## src/rtl/srkf_pkg.sv

```systemverilog
`default_nettype none

package srkf_pkg;

  // Default sizes of the top level.
  localparam int unsigned PENDING_DEPTH_DEF = 16;
  localparam int unsigned SEQ_WIDTH_DEF     = 32;

  // Fixed field widths.
  localparam int unsigned SLOT_W   = 4;
  localparam int unsigned KEV_W    = 2;
  localparam int unsigned KEY_W    = 16;
  localparam int unsigned CFG_W    = 5;
  localparam int unsigned ACTION_W = 2;

  localparam logic [CFG_W-1:0] SLOT_COUNT_RST = 5'd16;

  // Key event codes.
  localparam logic [KEV_W-1:0] KEV_DOWN = 2'd1;
  localparam logic [KEV_W-1:0] KEV_UP   = 2'd2;

  typedef enum logic [ACTION_W-1:0] {
    ACT_DISPATCH = 2'd0,
    ACT_DUP      = 2'd1,
    ACT_STALE    = 2'd2,
    ACT_OVERFLOW = 2'd3
  } srkf_action_t;

  typedef enum logic [2:0] {
    ST_IDLE,
    ST_DRAIN,
    ST_INSERT,
    ST_INS_HEAD,
    ST_FINAL
  } srkf_state_t;

  // Everything of an event but its sequence number.
  typedef struct packed {
    logic [SLOT_W-1:0] slot;
    logic              main_kb;
    logic [KEV_W-1:0]  kev;
    logic [KEY_W-1:0]  code;
  } srkf_info_t;

  localparam int unsigned INFO_W = $bits(srkf_info_t);

  typedef struct packed {
    logic             valid;
    logic [KEY_W-1:0] key;
  } srkf_keymem_t;

  typedef struct packed {
    srkf_keymem_t mem;
    srkf_action_t act;
  } srkf_filt_t;

  // Strobes from the control logic to the pending store.
  typedef struct packed {
    logic rd_en;
    logic wr_en;
    logic push;
    logic pop;
  } srkf_store_op_t;

  // Key-up repeat filter applied at each in-order release.
  function automatic srkf_filt_t key_filter(srkf_keymem_t m, srkf_info_t e);
    srkf_filt_t r;
    r.mem = m;
    r.act = ACT_DISPATCH;
    if (e.main_kb) begin
      if (e.kev == KEV_DOWN) begin
        r.mem.valid = 1'b0;
      end else if (e.kev == KEV_UP) begin
        if (m.valid && (m.key == e.code)) begin
          r.act = ACT_DUP;
        end else begin
          r.mem.valid = 1'b1;
          r.mem.key   = e.code;
        end
      end
    end
    return r;
  endfunction

endpackage

`default_nettype wire

```

## src/rtl/srkf_store.sv

```systemverilog
`default_nettype none

// Pending store: a ring in one synchronous memory, addressed by the position
// in sort order (0 holds the smallest number). Pops move the head.
module srkf_store #(
  parameter int unsigned DEPTH   = srkf_pkg::PENDING_DEPTH_DEF,
  parameter int unsigned ENTRY_W = srkf_pkg::SEQ_WIDTH_DEF + srkf_pkg::INFO_W,
  localparam int unsigned IDX_W  = (DEPTH > 1) ? $clog2(DEPTH) : 1,
  localparam int unsigned CNT_W  = $clog2(DEPTH + 1)
) (
  input  wire                        clk,
  input  wire                        rst_n,
  input  wire srkf_pkg::srkf_store_op_t op,
  input  wire  [IDX_W-1:0]           rd_idx,
  input  wire  [IDX_W-1:0]           wr_idx,
  input  wire  [ENTRY_W-1:0]         wr_data,
  output logic [ENTRY_W-1:0]         rd_data,
  output logic [CNT_W-1:0]           count
);

  localparam logic [IDX_W:0] DEPTH_X = (IDX_W + 1)'(DEPTH);

  logic [ENTRY_W-1:0] mem_r [DEPTH];
  logic [ENTRY_W-1:0] rd_data_r;
  logic [IDX_W-1:0]   head_r, head_nxt;
  logic [CNT_W-1:0]   count_r, count_nxt;
  logic [IDX_W-1:0]   rd_addr, wr_addr;

  function automatic logic [IDX_W-1:0] to_phys(logic [IDX_W-1:0] head,
                                                logic [IDX_W-1:0] idx);
    logic [IDX_W:0] s;
    s = {1'b0, head} + {1'b0, idx};
    if (s >= DEPTH_X) begin
      s = s - DEPTH_X;
    end
    return s[IDX_W-1:0];
  endfunction

  assign rd_addr = to_phys(head_r, rd_idx);
  assign wr_addr = to_phys(head_r, wr_idx);

  always_comb begin
    head_nxt  = head_r;
    count_nxt = count_r;
    if (op.pop) begin
      head_nxt  = (head_r == IDX_W'(DEPTH - 1)) ? '0 : head_r + 1'b1;
      count_nxt = count_r - 1'b1;
    end else if (op.push) begin
      count_nxt = count_r + 1'b1;
    end
  end

  always_ff @(posedge clk) begin
    if (!rst_n) begin
      head_r  <= '0;
      count_r <= '0;
    end else begin
      head_r  <= head_nxt;
      count_r <= count_nxt;
    end
  end

  always_ff @(posedge clk) begin
    if (op.wr_en) begin
      mem_r[wr_addr] <= wr_data;
    end
    if (op.rd_en) begin
      rd_data_r <= mem_r[rd_addr];
    end
  end

  assign rd_data = rd_data_r;
  assign count   = count_r;

endmodule

`default_nettype wire

```

## src/rtl/sequence_reorder_with_key_filter.sv

```systemverilog
`default_nettype none

// Reorder buffer for numbered input events with a key-up repeat filter.
// Events leave in sequence order: an event that carries the number after the
// last one released goes out at once as a dispatch (or as a skipped duplicate
// key-up), followed by every held event that continues the run; a later event
// is held in a sorted pending store of up to min(slot_count, PENDING_DEPTH)
// entries, or dropped as overflow when that store is full; an event at or
// below the last released number goes out as stale. out_last marks the final
// result of each input transaction; a held event produces no result at all.
// With no stall on the result side, the block accepts a transaction and then
// releases its results one per cycle. An event held into an empty store is
// written as it is accepted; otherwise the tail is read first and the store is
// shifted from its tail toward the insertion point one entry per cycle, and
// the event is written last. This shifting is set by the single read and
// single write port of the pending store memory. The store needs no clearing
// pass after reset.
// in_stall is high while a transaction is still being worked on; a finished
// result sits in the output register so a new transaction can be accepted
// while it waits. The slot_count register is written through the cfg_
// channel, which is always ready, and must only be written while idle.
module sequence_reorder_with_key_filter #(
  parameter int unsigned PENDING_DEPTH = srkf_pkg::PENDING_DEPTH_DEF,
  parameter int unsigned SEQ_WIDTH     = srkf_pkg::SEQ_WIDTH_DEF
) (
  input  wire                             clk,
  input  wire                             rst_n,
  // Configuration write channel.
  input  wire                             cfg_valid,
  output logic                            cfg_ready,
  input  wire  [srkf_pkg::CFG_W-1:0]      cfg_slot_count,
  // Input event channel.
  input  wire                             in_valid,
  output logic                            in_stall,
  input  wire  [SEQ_WIDTH-1:0]            in_seq_id,
  input  wire  [srkf_pkg::SLOT_W-1:0]     in_slot,
  input  wire                             in_is_main_keyboard,
  input  wire  [srkf_pkg::KEV_W-1:0]      in_key_event,
  input  wire  [srkf_pkg::KEY_W-1:0]      in_key_code,
  // Result channel.
  output logic                            out_valid,
  input  wire                             out_stall,
  output logic [srkf_pkg::SLOT_W-1:0]     out_slot,
  output logic [SEQ_WIDTH-1:0]            out_seq,
  output logic [srkf_pkg::ACTION_W-1:0]   out_action,
  output logic                            out_last
);

  localparam int unsigned ENTRY_W = SEQ_WIDTH + srkf_pkg::INFO_W;
  localparam int unsigned IDX_W   = (PENDING_DEPTH > 1) ? $clog2(PENDING_DEPTH) : 1;
  localparam int unsigned CNT_W   = $clog2(PENDING_DEPTH + 1);
  localparam int unsigned CMP_W   = (CNT_W > srkf_pkg::CFG_W) ? CNT_W : srkf_pkg::CFG_W;

  // Control state.
  srkf_pkg::srkf_state_t state_r, state_nxt;
  logic [srkf_pkg::CFG_W-1:0] slot_count_r, slot_count_nxt;
  logic [SEQ_WIDTH-1:0]       last_seq_r, last_seq_nxt;
  srkf_pkg::srkf_keymem_t     keymem_r, keymem_nxt;
  logic                       out_valid_r, out_valid_nxt;

  // Event being worked on, the staged result and the insertion cursor.
  logic [SEQ_WIDTH-1:0]       ev_seq_r, ev_seq_nxt;
  srkf_pkg::srkf_info_t       ev_info_r, ev_info_nxt;
  logic [SEQ_WIDTH-1:0]       res_seq_r, res_seq_nxt;
  logic [srkf_pkg::SLOT_W-1:0] res_slot_r, res_slot_nxt;
  srkf_pkg::srkf_action_t     res_act_r, res_act_nxt;
  logic [IDX_W-1:0]           k_r, k_nxt;

  // Output register.
  logic [SEQ_WIDTH-1:0]        out_seq_r;
  logic [srkf_pkg::SLOT_W-1:0] out_slot_r;
  srkf_pkg::srkf_action_t      out_act_r;
  logic                        out_last_r;
  logic                        out_load;
  logic                        out_last_nxt;

  // Pending store interface.
  srkf_pkg::srkf_store_op_t op;
  logic [IDX_W-1:0]         rd_idx, wr_idx;
  logic [ENTRY_W-1:0]       wr_data, rd_data;
  logic [CNT_W-1:0]         count;

  srkf_pkg::srkf_info_t in_info, rd_info, filt_info;
  srkf_pkg::srkf_filt_t filt;
  logic [SEQ_WIDTH-1:0] rd_seq, next_seq;
  logic [ENTRY_W-1:0]   in_entry, ev_entry;
  logic [IDX_W-1:0]     tail_idx;
  logic                 in_take, in_ordered, in_later, st_full;
  logic                 drain_match, ins_shift, out_free, more_held;

  srkf_store #(
    .DEPTH   (PENDING_DEPTH),
    .ENTRY_W (ENTRY_W)
  ) u_store (
    .clk     (clk),
    .rst_n   (rst_n),
    .op      (op),
    .rd_idx  (rd_idx),
    .wr_idx  (wr_idx),
    .wr_data (wr_data),
    .rd_data (rd_data),
    .count   (count)
  );

  assign in_info.slot    = in_slot;
  assign in_info.main_kb = in_is_main_keyboard;
  assign in_info.kev     = in_key_event;
  assign in_info.code    = in_key_code;

  assign in_entry = {in_seq_id, in_info};
  assign ev_entry = {ev_seq_r, ev_info_r};
  assign rd_seq   = rd_data[ENTRY_W-1 -: SEQ_WIDTH];
  assign rd_info  = rd_data[srkf_pkg::INFO_W-1:0];
  assign next_seq = last_seq_r + 1'b1;
  assign tail_idx = IDX_W'(count - 1'b1);

  // The store is full at min(slot_count, PENDING_DEPTH) entries.
  assign st_full = (CMP_W'(count) >= CMP_W'(slot_count_r)) ||
                   (count >= CNT_W'(PENDING_DEPTH));

  assign in_stall    = (state_r != srkf_pkg::ST_IDLE);
  assign in_take     = in_valid && !in_stall;
  assign in_ordered  = (in_seq_id == next_seq);
  assign in_later    = (in_seq_id > last_seq_r);
  // While draining, rd_data holds the head of the store.
  assign drain_match = (rd_seq == next_seq);
  assign more_held   = (count > CNT_W'(1));
  // While inserting, rd_data holds the entry at the cursor.
  assign ins_shift   = (rd_seq > ev_seq_r);
  assign out_free    = !out_valid_r || !out_stall;

  // Only one release can happen per cycle, so one filter serves both sources.
  assign filt_info = (state_r == srkf_pkg::ST_DRAIN) ? rd_info : in_info;
  assign filt      = srkf_pkg::key_filter(keymem_r, filt_info);

  assign cfg_ready      = 1'b1;
  assign slot_count_nxt = cfg_valid ? cfg_slot_count : slot_count_r;

  // Next state.
  always_comb begin
    state_nxt = state_r;
    case (state_r)
      srkf_pkg::ST_IDLE: begin
        if (in_take) begin
          if (in_ordered) begin
            state_nxt = (count != '0) ? srkf_pkg::ST_DRAIN : srkf_pkg::ST_FINAL;
          end else if (in_later) begin
            if (st_full) begin
              state_nxt = srkf_pkg::ST_FINAL;
            end else if (count != '0) begin
              state_nxt = srkf_pkg::ST_INSERT;
            end
          end else begin
            state_nxt = srkf_pkg::ST_FINAL;
          end
        end
      end
      srkf_pkg::ST_DRAIN: begin
        if (out_free) begin
          if (!drain_match) begin
            state_nxt = srkf_pkg::ST_IDLE;
          end else if (!more_held) begin
            state_nxt = srkf_pkg::ST_FINAL;
          end
        end
      end
      srkf_pkg::ST_INSERT: begin
        if (!ins_shift) begin
          state_nxt = srkf_pkg::ST_IDLE;
        end else if (k_r == '0) begin
          state_nxt = srkf_pkg::ST_INS_HEAD;
        end
      end
      srkf_pkg::ST_INS_HEAD: begin
        state_nxt = srkf_pkg::ST_IDLE;
      end
      srkf_pkg::ST_FINAL: begin
        if (out_free) begin
          state_nxt = srkf_pkg::ST_IDLE;
        end
      end
      default: begin
        state_nxt = srkf_pkg::ST_IDLE;
      end
    endcase
  end

  // Datapath and store control.
  always_comb begin
    op           = '0;
    rd_idx       = '0;
    wr_idx       = '0;
    wr_data      = ev_entry;
    out_load     = 1'b0;
    out_last_nxt = 1'b1;
    last_seq_nxt = last_seq_r;
    keymem_nxt   = keymem_r;
    ev_seq_nxt   = ev_seq_r;
    ev_info_nxt  = ev_info_r;
    res_seq_nxt  = res_seq_r;
    res_slot_nxt = res_slot_r;
    res_act_nxt  = res_act_r;
    k_nxt        = k_r;
    case (state_r)
      srkf_pkg::ST_IDLE: begin
        if (in_take) begin
          ev_seq_nxt   = in_seq_id;
          ev_info_nxt  = in_info;
          res_seq_nxt  = in_seq_id;
          res_slot_nxt = in_slot;
          if (in_ordered) begin
            // Released at once; prefetch the head to see whether it follows.
            res_act_nxt  = filt.act;
            keymem_nxt   = filt.mem;
            last_seq_nxt = next_seq;
            op.rd_en     = (count != '0);
          end else if (in_later) begin
            if (st_full) begin
              res_act_nxt = srkf_pkg::ACT_OVERFLOW;
            end else if (count == '0) begin
              op.wr_en = 1'b1;
              op.push  = 1'b1;
              wr_data  = in_entry;
            end else begin
              // Walk back from the tail, shifting larger entries up by one.
              op.rd_en = 1'b1;
              rd_idx   = tail_idx;
              k_nxt    = tail_idx;
            end
          end else begin
            res_act_nxt = srkf_pkg::ACT_STALE;
          end
        end
      end
      srkf_pkg::ST_DRAIN: begin
        if (out_free) begin
          out_load     = 1'b1;
          out_last_nxt = !drain_match;
          if (drain_match) begin
            res_seq_nxt  = rd_seq;
            res_slot_nxt = rd_info.slot;
            res_act_nxt  = filt.act;
            keymem_nxt   = filt.mem;
            last_seq_nxt = next_seq;
            op.pop       = 1'b1;
            // Read the entry that becomes the head after this pop.
            op.rd_en     = more_held;
            rd_idx       = IDX_W'(1);
          end
        end
      end
      srkf_pkg::ST_INSERT: begin
        op.wr_en = 1'b1;
        wr_idx   = k_r + 1'b1;
        if (ins_shift) begin
          wr_data = rd_data;
          if (k_r != '0) begin
            op.rd_en = 1'b1;
            rd_idx   = k_r - 1'b1;
            k_nxt    = k_r - 1'b1;
          end
        end else begin
          op.push = 1'b1;
        end
      end
      srkf_pkg::ST_INS_HEAD: begin
        op.wr_en = 1'b1;
        op.push  = 1'b1;
      end
      srkf_pkg::ST_FINAL: begin
        out_load = out_free;
      end
      default: begin
        op = '0;
      end
    endcase
  end

  always_comb begin
    out_valid_nxt = out_valid_r;
    if (out_load) begin
      out_valid_nxt = 1'b1;
    end else if (!out_stall) begin
      out_valid_nxt = 1'b0;
    end
  end

  always_ff @(posedge clk) begin
    if (!rst_n) begin
      state_r      <= srkf_pkg::ST_IDLE;
      slot_count_r <= srkf_pkg::SLOT_COUNT_RST;
      last_seq_r   <= '0;
      keymem_r     <= '0;
      out_valid_r  <= 1'b0;
    end else begin
      state_r      <= state_nxt;
      slot_count_r <= slot_count_nxt;
      last_seq_r   <= last_seq_nxt;
      keymem_r     <= keymem_nxt;
      out_valid_r  <= out_valid_nxt;
    end
  end

  always_ff @(posedge clk) begin
    ev_seq_r   <= ev_seq_nxt;
    ev_info_r  <= ev_info_nxt;
    res_seq_r  <= res_seq_nxt;
    res_slot_r <= res_slot_nxt;
    res_act_r  <= res_act_nxt;
    k_r        <= k_nxt;
    if (out_load) begin
      out_seq_r  <= res_seq_r;
      out_slot_r <= res_slot_r;
      out_act_r  <= res_act_r;
      out_last_r <= out_last_nxt;
    end
  end

  assign out_valid  = out_valid_r;
  assign out_seq    = out_seq_r;
  assign out_slot   = out_slot_r;
  assign out_action = out_act_r;
  assign out_last   = out_last_r;

endmodule

`default_nettype wire

```

## config.mk

```make
export PLATFORM = sky130hd
export DESIGN_NAME = sequence_reorder_with_key_filter
export DESIGN_NICKNAME = d
export VERILOG_FILES = /design/src/rtl/srkf_pkg.sv /design/src/rtl/srkf_store.sv /design/src/rtl/sequence_reorder_with_key_filter.sv
export SDC_FILE = /design/constraint.sdc
export NUM_CORES = 2
export LEC_CHECK = 0
export BUFFER_PORTS_ARGS = -buffer_cell sky130_fd_sc_hd__buf_2
export CAP_MARGIN = 20
export CORE_MARGIN = 5
export CORE_UTILIZATION = 55
export CTS_CLUSTER_SIZE = 14
export DETAILED_ROUTE_END_ITERATION = 10
export PLACE_DENSITY = 0.71
export SYNTH_ARGS = -nofsm -noshare
export SYNTH_HDL_FRONTEND = slang
export SYNTH_HIERARCHICAL = 1
export SYNTH_SLANG_ARGS = --single-unit
```

## constraint.sdc

```tcl
create_clock -name clk -period 10.9 [get_ports clk]
set_input_delay 1.09 -clock clk [delete_from_list [all_inputs] [get_ports clk]]
set_output_delay 1.09 -clock clk [all_outputs]
set_load 0.03 [all_outputs]
```

======== Word-level counts from Yosys, hierarchy flattened ========
Memory sizes are Yosys's and may differ from the RTL's. A register that Yosys moved wholly into a read port is not among the register bits.
Cells that the tools add are included.
word-level totals
  RAM bits ................................ 880
  ROM bits ................................ 0
  flip-flop bits (word level) ............. 203
  memories ................................ 1
  latch bits .............................. 0
  output and inout bits ................... 42
  input port bits ......................... 65
operators by class
  bitwise logic cells ..................... 0
  equal/unequal tests ..................... 26
  add/sub/neg operators ................... 10
  muxes and demuxes ....................... 99
  divide/modulo/power cells ............... 0
  shift operators ......................... 0
  $mul .................................... 0
  reductions and logical operators ........ 24
  order comparisons ....................... 7
memory list
  memory         words  width  rd ports  clocked after Yosys merged registers in  wr ports  line              source
  u_store.mem_r  16     55     1         1                                        1         srkf_store.sv:23  logic [ENTRY_W-1:0] mem_r [DEPTH];
operators with widths
  kind                   count
  $mux 55                6
  $mux 32                7
  $pmux 32 s2            2
  $pmux 55 s2            1
  $mux 4                 22
  $mux 17                5
  $eq 32x32->1           2
  $gt 32x32->1           2
  $mux 19                3
  $mux 3                 15
  $pmux 17 s2            1
  $add 32x1->32 const B  1
  $ne 2x2->1 const B     11
  $mux 1                 18
  $mux 18                1
  $eq 16x16->1           1
  $mux 2                 8
  $pmux 4 s2             2
  $ge 5x5->1 const B     3
  $pmux 3 s4             1
  $pmux 4 s3             1
  $sub 4x1->4 const B    3
  $add 4x4->5            2
  $mux 5                 2
  other kinds (34)       46

======== Longest topological paths before layout ========
  word-level depth ........................ 11
  depth in mapped cells ................... 22
  gate-level depth less buffers ........... 18

======== By module ========
Netlist, hierarchy kept.
by module, submodules not included
  module                            instances  cells each  area each (sq um)
  srkf_store                        1          1689        36432.4
  sequence_reorder_with_key_filter  1          1258        12602.1

======== Worst setup path before layout ========
OpenSTA, ideal clock, no wires.
  path type ............................... register -> register
  start point ............................. reg last_seq_r[0]
  end point ............................... mem u_store/mem_r[0][0] in the netlist's numbering, enable pin
  data arrival time ....................... 7.826 ns
  path buffers ............................ 4
  stages on the path, launching flop included .. 18
  data required time ...................... 10.365 ns
  setup slack ............................. 2.539 ns
  cells stage by stage .................... dfxtp_1 -> ha_1 -> nand3_1 -> or4_1 -> clkbuf_1 -> nor4_1 -> xnor2_1 -> xor2_1 -> and3_1 -> and2_1 -> buf_2 -> nor4_4 -> buf_2 -> buf_2 -> inv_2 -> nand2_1 -> or3b_2 -> nor3_1
RTL lines
  element                   line                                     source
  start: declaration        sequence_reorder_with_key_filter.sv:57   logic [SEQ_WIDTH-1:0] last_seq_r, last_seq_nxt;
  start signal: assignment  sequence_reorder_with_key_filter.sv:298  last_seq_r <= last_seq_nxt;
  end: declaration          srkf_store.sv:23

======== Final worst setup path ========
  start point ............................. reg last_seq_r[0]
  end point ............................... reg u_store.rd_data_r[6], in the netlist u_store/rd_data[6], read port of u_store.mem_r, data pin
on the way
  word-level cells in the longest chain between the ends .. 8
  elaborated cells between the ends (all ways) .. 20
  classes of those cells .................. 3 x add/sub; 2 x order compare; 2 x eq/ne; 13 x mux
RTL lines
  element                                        line                                                                              source
  $add 32x1->32 or $gt 32x32->1 (tied branches)  sequence_reorder_with_key_filter.sv:114, sequence_reorder_with_key_filter.sv:124
  $eq 32x32->1, or another cell as far along     sequence_reorder_with_key_filter.sv:126                                           assign drain_match = (rd_seq == next_seq);
  $mux 1 or $mux 4 (tied branches)               sequence_reorder_with_key_filter.sv:239, sequence_reorder_with_key_filter.sv:211
  $mux 4, on equally long branches               sequence_reorder_with_key_filter.sv:236, sequence_reorder_with_key_filter.sv:206
  $pmux 4 s3 *                                   sequence_reorder_with_key_filter.sv:204                                           case (state_r)
  net rd_idx[0]                                  sequence_reorder_with_key_filter.sv:79                                            logic [IDX_W-1:0] rd_idx, wr_idx;
  $add 4x4->5 *                                  srkf_store.sv:32                                                                  s = {1'b0, head} + {1'b0, idx};
  $sub 4x1->4 or $ge 5x5->1 (tied branches)      srkf_store.sv:34, srkf_store.sv:33
  $mux 4 *                                       srkf_store.sv:33                                                                  if (s >= DEPTH_X) begin
  end: declaration                               srkf_store.sv:24                                                                  logic [ENTRY_W-1:0] rd_data_r;
Mark *: on every way through the listed nets, which the timed path passes. The rest lies on a longest branch.
A chain may end at the register's enable or synchronous reset.

==> impl_metrics.env <==
export IMPL_yosys_area_share_simple_pct=5.39
export IMPL_ys_seq_area_share_pct=68.3
export IMPL_synth_ff_type="edfxtp_1"
export IMPL_synth_xor_area_share_pct=2.13
export IMPL_reg2regPathDepth=18
export IMPL_hpwl_um=69200
export IMPL_clk_latency_ns=0.69
export IMPL_dr_total_vias=28600
export IMPL_fin_skew_ns=0.0432
export IMPL_power_density_nw_per_um2=241
export IMPL_crit_start="last_seq_r[0]"
export IMPL_dr_pass1_iters=6
export IMPL_grt_pass1_wl_um=185000
export IMPL_ir_drop_mv=0.225
export IMPL_leakagePower_nw=17.9
export IMPL_wl_um=124000
export IMPL_setup_viol=0
export IMPL_cts_resized=0
export IMPL_drcViolationCount=0
export IMPL_synth_top_family_by_area="multiplexers"
export IMPL_power_frac_comb_pct=25.7
export IMPL_tns_ns=0
export IMPL_grt_max_degree=136
export IMPL_postRouteAntennaNets=0
export IMPL_avgSynthCellArea_um2=16.6
export IMPL_die_area_um2=95200
export IMPL_core_um2=88400
export IMPL_max_slew_margin_rel_pct=23.3
export IMPL_endpoint_kind="flip-flop"
export IMPL_ys_ff_latch=1138
export IMPL_cts_sinks=1138
export IMPL_dpl_cell_count=4112
export IMPL_grt_pass1_vias=28400
export IMPL_drv_slew=0
export IMPL_finalCritPeriodShare_pct=71.2
export IMPL_avgViaCountPerCell=6.63
export IMPL_yosys_cell_count_top_type="edfxtp_1"
export IMPL_synth_nets=3102
export IMPL_grt_usage_pct=25.9
export IMPL_yosys_area_top_type_share_pct=65.6
export IMPL_final_cells=4320
export IMPL_r2r_end="u_store/rd_data[6]"
export IMPL_drt_initial_drc_count=3442
export IMPL_power_frac_seq_pct=45.1
export IMPL_start_util_pct=55.5
export IMPL_cp_max_fo=56
export IMPL_clock_fmax_ghz=0.129
export IMPL_place_gp_congestion=0.935
export IMPL_cts_inserted_buffers=111
export IMPL_clk_pin_slew_ns=0.06
export IMPL_yosys_area_top_type="edfxtp_1"
export IMPL_fin_crit_ns=7.77
export IMPL_cap_violations=0
export IMPL_diodes=0
export IMPL_ctsHoldBuffers=0
export IMPL_port_buffers=105
export IMPL_startpoint_type="flip-flop"
export IMPL_pin_count=107
export IMPL_cts_buffer_depth=3
export IMPL_netlist_top_cells_area="edfxtp_1, mux4_2, dfxtp_1, ha_1, o211ai_1"
export IMPL_switchingPower_mw=3.89
export IMPL_synth_edf_count=1071
export IMPL_wl_per_cell_um=28.7
export IMPL_netlist_area_um2=49000
export IMPL_dieHeight_um=309
export IMPL_switching_share_pct=29.5
export IMPL_synthArstFlopShare_pct=0
export IMPL_synthTopCellsByCount="edfxtp_1, mux4_2, nand2_1, o211ai_1, clkbuf_1"
export IMPL_antenna_found_initial=1
export IMPL_worst_pin_slew_ns=1.14
export IMPL_synthAdderAreaFrac_pct=2.34
export IMPL_post_cts_buffers=0
export IMPL_drive_gt1_share_pct=20.9
export IMPL_area_growth_pct=11.6
export IMPL_synth_compound_area_share_pct=7.60
export IMPL_rows=109
export IMPL_rr_startpoint="last_seq_r[0]"
export IMPL_h_tree_depth=3
export IMPL_cts_root_buf="clkbuf_16"
export IMPL_critPathCapture="u_store/rd_data[6]"
export IMPL_die_w_um=309
export IMPL_yosysWarnings=6
export IMPL_p_int_mw=9.30
export IMPL_hold_viol_final=0
export IMPL_synthMuxAreaShare_pct=11.6
export IMPL_nets=3215
export IMPL_cp_required_ns=11.32
export IMPL_ys_types=75
export IMPL_regToRegSetupSlack_ns=3.13
export IMPL_holdWs_ns=0.416
export IMPL_grt_setup_unrepaired="no"
export IMPL_cts_tree="yes"
export IMPL_status="finished, final reports clean"
export IMPL_clkPwrFrac_pct=29.2
export IMPL_gr_total_overflow=0
export IMPL_synthCells=2947
export IMPL_worstPathArrival_ns=8.18
export IMPL_crit_type="reg2reg"
export IMPL_hold_class="reg2reg"
==> sequential cells by signal, indices dropped and copies added, names as in the netlist, 5 cells and up <==
register	cells
ev_seq_r	32
u_store/mem_r	880
res_seq_r	32
keymem_r	17
u_store/count	5
out_seq	32
ev_entry	23
last_seq_r	32
u_store/rd_data	55
slot_count_r	5
==> metrics by stage <==
step	setup WS [ns]	utilization, %	power (mW)	cell area [um2]
final	3.13	61.9	13.2	54700
after global routing	2.77	61.9	13.7	54700
after floorplan	2.54	-	8.36	49000
after detailed placement	3.31	57.8	9.39	51100
after global placement	3.37	57.8	9.27	51100
after CTS	3.26	61.9	13.2	54700
==> cell type report <==
| cell class | count | area, um2 |
|---|---|---|
| clock buffer | 149 | 3040 |
| clock inverter | 59 | 627 |
| fill | 6200 | 33700 |
| inverter | 84 | 315 |
| multi-input combinational | 1532 | 14500 |
| sequential | 1138 | 33500 |
| tap | 1165 | 1460 |
| timing repair buffer | 193 | 1270 |
==> how the worst min path moves through the flow <==
stage                     to     startpoint  cells past startpoint
6_report          out_seq[2]   res_seq_r[2]                      0
5_1_grt          out_seq[10]  res_seq_r[10]                      0
4_1_cts           out_seq[2]   res_seq_r[2]                      0
3_5_place_dp   out_action[0]   res_act_r[0]                      0
3_3_place_gp      out_seq[7]   res_seq_r[7]                      0
2_1_floorplan  out_action[0]   res_act_r[0]                      0
==> worst max-delay path, stage by stage, from the launching register on <==
cell	delay [ns]
dfxtp_1	0.49
ha_1	0.32
nand3_1	0.52
or4_1	0.82
nor2_1	0.39
xnor3_1	0.22
o2111ai_1	0.21
nor4_2	0.54
and2_1	0.38
nor2_1	0.14
nand3_1	0.18
o221ai_1	0.21
ha_4	0.22
fa_4	1.25
buf_4	0.79
mux4_2	0.42
nand2_1	0.08
a211o_1	0.13
nand3_1	0.07
==> layout by cell type, fill, tap and decap left out, drive strengths merged, types with 20 or more instances in the layout <==
| cell type | Yosys | routed |
|---|---|---|
| a211o | 56 | 56 |
| o211ai | 114 | 114 |
| edfxtp | 1071 | 1071 |
| xnor2 | 88 | 88 |
| nand3 | 97 | 97 |
| a22oi | 31 | 31 |
| mux2 | 36 | 36 |
| clkbuf | 114 | 149 |
| nand4 | 37 | 37 |
| dfxtp | 67 | 67 |
| o21ai | 47 | 47 |
| nor4 | 24 | 24 |
| ha | 87 | 87 |
| nand2 | 160 | 160 |
| nor3 | 44 | 44 |
| a211oi | 26 | 26 |
| a21oi | 76 | 76 |
| or3 | 20 | 20 |
| nor2 | 68 | 68 |
| xor2 | 21 | 21 |
| a22o | 23 | 23 |
| buf | 79 | 193 |
| o31ai | 40 | 40 |
| clkinv | 0 | 43 |
| mux2i | 35 | 35 |
| mux4 | 220 | 220 |
| a21o | 55 | 55 |
| inv | 84 | 88 |
==> logic make-up after synthesis <==
| logic type | after synthesis |
|---|---|
| AOI/OAI and AO/OA | 517 |
| muxes | 291 |
| other | 1 |
| adders and majority gates | 90 |
| DFF | 1138 |
| xor gates and xnor gates | 113 |
| and+or+nand+nor | 520 |
| buffers and inverters | 277 |
==> power groups by stage <==
| stage | sequential (mW) | clock [mW] | combinational [mW] |
|---|---|---|---|
| 2_1_floorplan | 5.98 | 0 | 2.37 |
| 3_3_place_gp | 6.01 | 0 | 3.26 |
| 3_5_place_dp | 6.03 | 0 | 3.36 |
| 4_1_cts | 5.94 | 3.91 | 3.37 |
| 5_1_grt | 5.97 | 4.11 | 3.66 |
| 6_report | 5.95 | 3.85 | 3.39 |
==> layer usage <==
metal / wire (um) / GRT usage (%) / part of all wire, %
met4: 2970 / 6.69 / 2.4
met2: 58000 / 40.9 / 47
met1: 49800 / 38.3 / 40
met5: 0 / 0 / 0
met3: 13100 / 4.41 / 11
(Power assumes the default switching activity.)
